File: src/hw/rtl/julia_escape_time_unit_assert.svh
// assertion macros for the julia escape-time unit
// expects clk and rst_n in the scope of every use
`ifndef JULIA_ESCAPE_TIME_UNIT_ASSERT_SVH
`define JULIA_ESCAPE_TIME_UNIT_ASSERT_SVH

// same-cycle implication, disabled during reset
`define JET_ASSERT_SAME(label, ante, cons) \
    label: assert property (@(posedge clk) disable iff (!rst_n) (ante) |-> (cons)) \
        else $error("jet assertion failed");

// next-cycle implication, disabled during reset
`define JET_ASSERT_NEXT(label, ante, cons) \
    label: assert property (@(posedge clk) disable iff (!rst_n) (ante) |=> (cons)) \
        else $error("jet assertion failed");

`endif

File: src/hw/rtl/jet_pkg.sv
// shared types and constants for the julia escape-time unit
// no dependencies
package jet_pkg;

    localparam int FRAC_BITS   = 28;
    localparam int Z_W         = 32;
    localparam int C_W         = 30;
    localparam int COUNT_W     = 16;
    localparam int PROD_W      = 2 * Z_W;
    localparam int CFG_IDX_W   = 2;
    localparam int CFG_DATA_W  = 30;

    localparam logic [CFG_IDX_W-1:0] CFG_CONST_RE = 2'd0;
    localparam logic [CFG_IDX_W-1:0] CFG_CONST_IM = 2'd1;
    localparam logic [CFG_IDX_W-1:0] CFG_LIMIT    = 2'd2;

    localparam logic signed [C_W-1:0]   CONST_RE_RESET = 30'sd161061274;
    localparam logic signed [C_W-1:0]   CONST_IM_RESET = -30'sd107374182;
    localparam logic [COUNT_W-1:0]      LIMIT_RESET    = 16'd1000;

    typedef struct packed {
        logic signed [C_W-1:0] const_re;
        logic signed [C_W-1:0] const_im;
        logic [COUNT_W-1:0]    iteration_limit;
    } jet_cfg_t;

endpackage

File: src/hw/rtl/jet_cfg.sv
// configuration registers: julia constant and iteration limit
// depends on jet_pkg
module jet_cfg
(
    input  logic                             clk,
    input  logic                             rst_n,
    input  logic                             cfg_write_en,
    input  logic [jet_pkg::CFG_IDX_W-1:0]    cfg_index,
    input  logic [jet_pkg::CFG_DATA_W-1:0]   cfg_data,
    output jet_pkg::jet_cfg_t                cfg
);

    jet_pkg::jet_cfg_t cfg_reg;
    jet_pkg::jet_cfg_t cfg_next;

    always_comb
    begin
        cfg_next = cfg_reg;
        if (cfg_write_en)
        begin
            unique case (cfg_index)
                jet_pkg::CFG_CONST_RE: cfg_next.const_re = $signed(cfg_data[jet_pkg::C_W-1:0]);
                jet_pkg::CFG_CONST_IM: cfg_next.const_im = $signed(cfg_data[jet_pkg::C_W-1:0]);
                jet_pkg::CFG_LIMIT:    cfg_next.iteration_limit = cfg_data[jet_pkg::COUNT_W-1:0];
                default:               cfg_next = cfg_reg;
            endcase
        end
    end

    always_ff @(posedge clk or negedge rst_n)
    begin
        if (!rst_n)
        begin
            cfg_reg.const_re        <= jet_pkg::CONST_RE_RESET;
            cfg_reg.const_im        <= jet_pkg::CONST_IM_RESET;
            cfg_reg.iteration_limit <= jet_pkg::LIMIT_RESET;
        end
        else
        begin
            cfg_reg <= cfg_next;
        end
    end

    assign cfg = cfg_reg;

endmodule

File: src/hw/rtl/jet_mul.sv
// shared signed 32x32 multiplier with registered product
// depends on jet_pkg
module jet_mul
(
    input  logic                               clk,
    input  logic signed [jet_pkg::Z_W-1:0]     mul_a,
    input  logic signed [jet_pkg::Z_W-1:0]     mul_b,
    output logic signed [jet_pkg::PROD_W-1:0]  product
);

    logic signed [jet_pkg::PROD_W-1:0] prod_reg;
    logic signed [jet_pkg::PROD_W-1:0] prod_next;

    assign prod_next = jet_pkg::PROD_W'(mul_a) * jet_pkg::PROD_W'(mul_b);

    always_ff @(posedge clk)
    begin
        prod_reg <= prod_next;
    end

    assign product = prod_reg;

endmodule

File: src/hw/rtl/jet_core.sv
// escape-time sequencer: runs re*re, im*im, re*im through one multiplier per step
// depends on jet_pkg, jet_mul and julia_escape_time_unit_assert.svh
`include "julia_escape_time_unit_assert.svh"

module jet_core
#(
    parameter int FRAC_BITS = jet_pkg::FRAC_BITS
)
(
    input  logic                                clk,
    input  logic                                rst_n,
    input  jet_pkg::jet_cfg_t                   cfg,
    input  logic                                in_valid,
    output logic                                in_ready,
    input  logic signed [jet_pkg::Z_W-1:0]      start_re,
    input  logic signed [jet_pkg::Z_W-1:0]      start_im,
    output logic                                out_valid,
    input  logic                                out_ready,
    output logic [jet_pkg::COUNT_W-1:0]         escape_count
);

    localparam int Z_W    = jet_pkg::Z_W;
    localparam int C_W    = jet_pkg::C_W;
    localparam int CNT_W  = jet_pkg::COUNT_W;
    localparam int PROD_W = jet_pkg::PROD_W;

    // with a wide fraction the escape threshold exceeds every possible sum
    localparam bit ALWAYS_IN = (2 * FRAC_BITS + 2 >= PROD_W);
    localparam logic [PROD_W-1:0] MAG_LIMIT =
        ALWAYS_IN ? '1 : (PROD_W'(4) << (2 * FRAC_BITS));

    typedef enum logic [4:0] {
        S_IDLE = 5'b00001,
        S_RR   = 5'b00010,
        S_II   = 5'b00100,
        S_RI   = 5'b01000,
        S_TEST = 5'b10000
    } state_t;

    state_t                     state_reg, state_next;
    logic signed [Z_W-1:0]      re_reg, re_next;
    logic signed [Z_W-1:0]      im_reg, im_next;
    logic [CNT_W-1:0]           count_reg, count_next;
    logic [PROD_W-1:0]          rr_reg, rr_next;
    logic [PROD_W-1:0]          ii_reg, ii_next;
    logic                       out_valid_reg, out_valid_next;
    logic [CNT_W-1:0]           result_reg, result_next;

    logic signed [Z_W-1:0]      mul_a, mul_b;
    logic signed [PROD_W-1:0]   product;

    logic [PROD_W-1:0]          mag;
    logic                       in_disc;
    logic [CNT_W:0]             count_inc;
    logic                       at_limit;
    logic                       finish;
    logic                       slot_free;
    logic signed [PROD_W-1:0]   sq_diff;
    logic signed [PROD_W-1:0]   sq_shift;
    logic signed [PROD_W-1:0]   cross_shift;
    logic signed [Z_W-1:0]      c_re_ext, c_im_ext;
    logic signed [Z_W-1:0]      new_re, new_im;

    jet_mul u_mul
    (
        .clk     (clk),
        .mul_a   (mul_a),
        .mul_b   (mul_b),
        .product (product)
    );

    // operand select; re*im is the idle default so the cross product holds in S_TEST
    always_comb
    begin
        unique case (state_reg)
            S_RR:
            begin
                mul_a = re_reg;
                mul_b = re_reg;
            end
            S_II:
            begin
                mul_a = im_reg;
                mul_b = im_reg;
            end
            default:
            begin
                mul_a = re_reg;
                mul_b = im_reg;
            end
        endcase
    end

    assign mag       = rr_reg + ii_reg;
    assign in_disc   = ALWAYS_IN || (mag <= MAG_LIMIT);
    assign count_inc = {1'b0, count_reg} + (CNT_W+1)'(1);
    assign at_limit  = count_inc >= {1'b0, cfg.iteration_limit};
    assign finish    = !in_disc || at_limit;
    assign slot_free = !out_valid_reg || out_ready;

    assign sq_diff     = $signed(rr_reg) - $signed(ii_reg);
    assign sq_shift    = sq_diff >>> FRAC_BITS;
    assign cross_shift = product >>> (FRAC_BITS - 1);
    assign c_re_ext    = {{(Z_W-C_W){cfg.const_re[C_W-1]}}, cfg.const_re};
    assign c_im_ext    = {{(Z_W-C_W){cfg.const_im[C_W-1]}}, cfg.const_im};
    assign new_re      = sq_shift[Z_W-1:0] + c_re_ext;
    assign new_im      = cross_shift[Z_W-1:0] + c_im_ext;

    always_comb
    begin
        state_next     = state_reg;
        re_next        = re_reg;
        im_next        = im_reg;
        count_next     = count_reg;
        rr_next        = rr_reg;
        ii_next        = ii_reg;
        result_next    = result_reg;
        out_valid_next = out_valid_reg && !out_ready;

        unique case (state_reg)
            S_IDLE:
            begin
                if (in_valid)
                begin
                    re_next    = start_re;
                    im_next    = start_im;
                    count_next = '0;
                    state_next = S_RR;
                end
            end
            S_RR:
            begin
                state_next = S_II;
            end
            S_II:
            begin
                rr_next    = product;
                state_next = S_RI;
            end
            S_RI:
            begin
                ii_next    = product;
                state_next = S_TEST;
            end
            S_TEST:
            begin
                if (finish)
                begin
                    // hold here until the output register can take the result
                    if (slot_free)
                    begin
                        result_next    = in_disc ? count_inc[CNT_W-1:0] : count_reg;
                        out_valid_next = 1'b1;
                        state_next     = S_IDLE;
                    end
                end
                else
                begin
                    count_next = count_inc[CNT_W-1:0];
                    re_next    = new_re;
                    im_next    = new_im;
                    state_next = S_RR;
                end
            end
            default:
            begin
                state_next = S_IDLE;
            end
        endcase
    end

    always_ff @(posedge clk or negedge rst_n)
    begin
        if (!rst_n)
        begin
            state_reg     <= S_IDLE;
            out_valid_reg <= 1'b0;
        end
        else
        begin
            state_reg     <= state_next;
            out_valid_reg <= out_valid_next;
        end
    end

    always_ff @(posedge clk)
    begin
        re_reg     <= re_next;
        im_reg     <= im_next;
        count_reg  <= count_next;
        rr_reg     <= rr_next;
        ii_reg     <= ii_next;
        result_reg <= result_next;
    end

    assign in_ready     = (state_reg == S_IDLE);
    assign out_valid    = out_valid_reg;
    assign escape_count = result_reg;

    `JET_ASSERT_NEXT(a_accept_starts, in_valid && in_ready, state_reg == S_RR && count_reg == '0)
    `JET_ASSERT_SAME(a_count_below_limit, state_reg != S_IDLE,
                     count_reg == '0 || count_reg < cfg.iteration_limit)
    `JET_ASSERT_SAME(a_result_from_test, $rose(out_valid_reg), $past(state_reg == S_TEST))

endmodule

File: src/hw/rtl/julia_escape_time_unit.sv
// julia-set escape-time unit: top level with config registers and iteration core
// depends on jet_pkg, jet_cfg, jet_core
//
//  channel   signals                                   direction
//  in        in_valid, in_ready, start_re, start_im    request in
//  out       out_valid, out_ready, escape_count        request out
//  cfg       cfg_write_en, cfg_index, cfg_data         write only
//
// a point runs t tests; t is its escape count + 1, or the limit (one for a zero limit) if it never escapes
// each test runs three products through the single shared multiplier plus a compare state
// in_ready is high only while the core is idle; a finished result waits in the output register
// a stalled output holds the core in its test state until the result register frees up
// reset sets c to 0.6 - 0.4i and the limit to 1000
module julia_escape_time_unit
#(
    parameter int FRAC_BITS = jet_pkg::FRAC_BITS
)
(
    input  logic                               clk,
    input  logic                               rst_n,
    input  logic                               in_valid,
    output logic                               in_ready,
    input  logic signed [jet_pkg::Z_W-1:0]     start_re,
    input  logic signed [jet_pkg::Z_W-1:0]     start_im,
    output logic                               out_valid,
    input  logic                               out_ready,
    output logic [jet_pkg::COUNT_W-1:0]        escape_count,
    input  logic                               cfg_write_en,
    input  logic [jet_pkg::CFG_IDX_W-1:0]      cfg_index,
    input  logic [jet_pkg::CFG_DATA_W-1:0]     cfg_data
);

    jet_pkg::jet_cfg_t cfg;

    jet_cfg u_cfg
    (
        .clk          (clk),
        .rst_n        (rst_n),
        .cfg_write_en (cfg_write_en),
        .cfg_index    (cfg_index),
        .cfg_data     (cfg_data),
        .cfg          (cfg)
    );

    jet_core #(
        .FRAC_BITS (FRAC_BITS)
    ) u_core
    (
        .clk          (clk),
        .rst_n        (rst_n),
        .cfg          (cfg),
        .in_valid     (in_valid),
        .in_ready     (in_ready),
        .start_re     (start_re),
        .start_im     (start_im),
        .out_valid    (out_valid),
        .out_ready    (out_ready),
        .escape_count (escape_count)
    );

endmodule

File: config.mk
export PLATFORM = sky130hd
export DESIGN_NAME = julia_escape_time_unit
export DESIGN_NICKNAME = d
export VERILOG_FILES = /design/src/hw/rtl/jet_pkg.sv /design/src/hw/rtl/jet_cfg.sv /design/src/hw/rtl/jet_mul.sv /design/src/hw/rtl/jet_core.sv /design/src/hw/rtl/julia_escape_time_unit.sv
export VERILOG_INCLUDE_DIRS = /design/src /design/src/hw/rtl
export SDC_FILE = /design/constraint.sdc
export NUM_CORES = 2
export LEC_CHECK = 0
export ABC_AREA = 1
export BUFFER_PORTS_ARGS = -buffer_cell sky130_fd_sc_hd__buf_2
export CORE_UTILIZATION = 44
export DETAILED_ROUTE_END_ITERATION = 12
export GPL_TIMING_DRIVEN = 0
export HOLD_SLACK_MARGIN = 0.06
export PLACE_DENSITY = 0.59
export SLEW_MARGIN = 25
export SYNTH_ARGS = -nofsm -noshare
export SYNTH_HDL_FRONTEND = slang
export SYNTH_SLANG_ARGS = --single-unit
File: constraint.sdc
create_clock -name clk -period 11.46 [get_ports clk]
set_input_delay 2.292 -clock clk [delete_from_list [all_inputs] [get_ports clk]]
set_output_delay 2.292 -clock clk [all_outputs]
set_load 0.01 [all_outputs]
==> metrics.txt <==
Total Routing Usage GR=36.0%; number of violations of the max-capacitance limit=0; Seq/Total Area, Yosys=16.3%; number of flip-flops and latches in the synthesized netlist=370; grt total ovfl=0; worst stage delay on the critical path=0.85 ns; DIE HEIGHT=377 µm; post-synth net total=9249; Final Setup Violations=0; first-pass GRT wire length=364000 µm; Storage cell area=10100 µm²; CTS H-Tree Depth=2; CTS root buf=clkbuf_16; peak fanout along the critical path=15; Crit path arrival time=11.82 ns; Port Buffers=118; Layout Skew=0.0546 ns; number of warnings reported in the yosys synthesis log=0; final worst path period share=98.3%; Avg WL per Cell=25.8 µm; share of synthesized registers carrying an async set or reset=22.2%; endpoint of the most critical register-to-register path=u_core.u_mul.product[62]$_DFF_P_; number of enable-type register cells in the synthesized netlist=224; top flip-flop cell by instance count after synthesis=edfxtp_1; length of the first detailed-routing pass in iterations=8; dominant cells by area after synthesis=fa_1 35%, edfxtp_1 11%, inv_1 10%; path category of the worst min-delay check=flop to flop; RSZ-0062 raised after global routing=yes; worst rel slew slack=20.5%; Detail Placement HPWL=218000 µm; end point of the worst hold path=u_core.ii_reg[9]$_DFFE_PP_; number of I/O pins=119; die span in x=377 µm; total die area=142000 µm²; largest net degree at the start of global routing=59; flip-flop count of the largest register after layout=76; shortest clock period the worst path allows after layout=11.26 ns; fillcell total=14.1k; WS Path Type=flop to flop; initial core utilization=44.3%; CP Launch Type=flop; number of buffers inserted by hold repair at cts=0; initial antenna violation count=22; Peak Freq=0.0888 GHz; cell seen most often among critical-path stages=fa_1; clock insertion delay at the later pin of the skew report=0.63 ns; number of cells on the worst reg-to-reg path=33; number of buffers created by CTS=41; synthesized instance count=7678; flop2flop setup slack=0.20 ns; kind of capture point of the worst setup path=flop; Final Hold Vio Count=0; Worst-Margin Slew=1.19 ns; core area=140000 µm²; Hold Path Cell Cnt=0; Worst R2R Start=u_core.state_reg[0]$_DFFE_PN1P_; cell type with the highest aggregate area in the netlist=fa_1; Fin Setup TNS=0 ns; final routed wirelength across all metal layers=253000 µm; nets=9440; cell type of the slowest stage on the worst timing path=clkbuf_1; synthesis-to-layout area growth=8.33%; mean area per synthesized cell=8.05 µm²; clock tree from TritonCTS=done; drt via density=5.44; fraction of final layout cells with drive strength greater than 1=6.93%; maximum number of buffers from clock root to sink=3; number of cell rows=137; area of the mapped netlist=61800 µm²; total area of multi-input combinational cells=44300 µm²; unique cell type count in the Yosys netlist=57; Worst EP required=12.01 ns; First DRT Iteration DRCs=5409; antenna viol nets, final=0; number of global-route vias before repair=53.5k; source of the worst hold timing path=u_core.u_mul.product[9]$_DFF_P_; fraction of synthesized cell area taken by the top area cell type=35.1%; result of the run=completed; DRC viols=0; routability-driven placement congestion ratio=1.02; Max Transition Viols Final=0; final instance count without filler cells=9783; placed instance count=9696; number of sinks on the clock net=370; Via Count=53.2k; clock-pin slew reported for the worst setup and hold paths after clock tree synthesis=0.06 ns
## what timing repair did
item                       CTS  global route
pin swaps                    0             2
setup endpoints to repair   11            16
gates resized for setup     11            47
buffers inserted             0             5
## final cells by class
class | instances | share of cell area [%]
inverters | 1773 | 9.97
clock inverters | 20 | 0.403
clock buffers | 56 | 1.72
diodes | 5 | 0.0187
repair buffers | 148 | 1.53
multi-input cells | 5305 | 66.2
plain buffers | 230 | 1.59
flip-flops and latches | 370 | 15.1
well taps | 1876 | 3.50
## metrics by stage
step	hold slack (ns)	worst slack, ns	util, %	area [µm²]
floorplan	0.404	0.447	-	61800
global placement	0.405	-4.88	46.4	64800
detailed placement	0.416	-0.417	46.8	65300
CTS	0.430	0.0253	47.9	66800
global route	0.433	-0.157	48.0	67000
finish	0.426	0.196	48.0	67000
## routing by layer
layer	vias up	part of all wire [%]	track usage, %
met1	26600	41	49.7
met2	2541	44	55.4
met5	-	0.023	0
met4	10	5.2	15.3
met3	548	9.3	6.51
li1	23500	-	-
## Yosys cell counts, types with 24 or more instances
master and count:
inv_1 1716, nand2_1 1594, fa_1 1085, nor2_1 878, ha_1 385, a21oi_1 318, o21ai_0 287, edfxtp_1 224
clkbuf_1 158, nand3_1 157, xor2_1 118, dfxtp_1 64, o21ai_1 50, nand4_1 49, dfrtp_1 45, nor2_2 45
nor3_1 42, buf_2 41, xnor2_1 40, dfstp_2 37, inv_2 36, a31oi_1 33, o21bai_1 30, or2_2 24
## logic make-up after synthesis
kind of cell               share of synthesized area, %
xor gates and xnor gates                           2.24
buffers and inverters                              12.4
and+or+nand+nor                                    18.7
adders and majority gates                          42.9
DFF                                                16.3
AOI/OAI and AO/OA                                  7.40
## worst max path at each step
stage	startpoint	end	slack, ns	depth (start not counted)
floorplan	u_core.state_reg[0]$_DFFE_PN1P_	u_core.u_mul.product[56]$_DFF_P_	0.45	32
global placement	u_core.state_reg[0]$_DFFE_PN1P_	u_core.u_mul.product[53]$_DFF_P_	-4.88	30
detailed placement	u_core.state_reg[0]$_DFFE_PN1P_	u_core.u_mul.product[53]$_DFF_P_	-0.42	32
CTS	u_core.state_reg[0]$_DFFE_PN1P_	u_core.u_mul.product[53]$_DFF_P_	0.03	34
global route	u_core.state_reg[0]$_DFFE_PN1P_	u_core.u_mul.product[63]$_DFF_P_	-0.16	37
finish	u_core.state_reg[0]$_DFFE_PN1P_	u_core.u_mul.product[62]$_DFF_P_	0.20	33
## worst max-delay path: cells and delay by family, from the launching register on
| kind | cells | cell delay, ns |
|---|---|---|
| adders and majority gates | 9 | 4.59 |
| DFF | 1 | 0.38 |
| and+or+nand+nor | 5 | 1.17 |
| AOI/OAI and AO/OA | 9 | 2.75 |
| xor gates and xnor gates | 1 | 0.15 |
| buffers and inverters | 9 | 2.08 |
## layout by cell type (no fill, tap or decap), types with 23 or more instances in the layout
master and n:
nand4_1 49, ha_1 385, inv_1 1714, a31oi_1 33
buf_2 159, dfrtp_1 45, dfxtp_1 64, o21ai_2 32
o21ai_0 274, buf_6 24, inv_2 36, clkbuf_16 42
or2_2 24, o21ai_1 33, dfstp_2 37, xnor2_1 40
nor2_1 877, nand2_1 1594, clkbuf_2 23, edfxtp_1 224
clkbuf_1 142, xor2_1 118, nor3_1 42, a21oi_1 317
fa_1 1083, nand3_1 157, nor2_2 46, o21bai_1 30
Power is left out: the tool's default activity adds up to more than one toggle a clock period on the data nets, which glitch-free logic cannot reach.
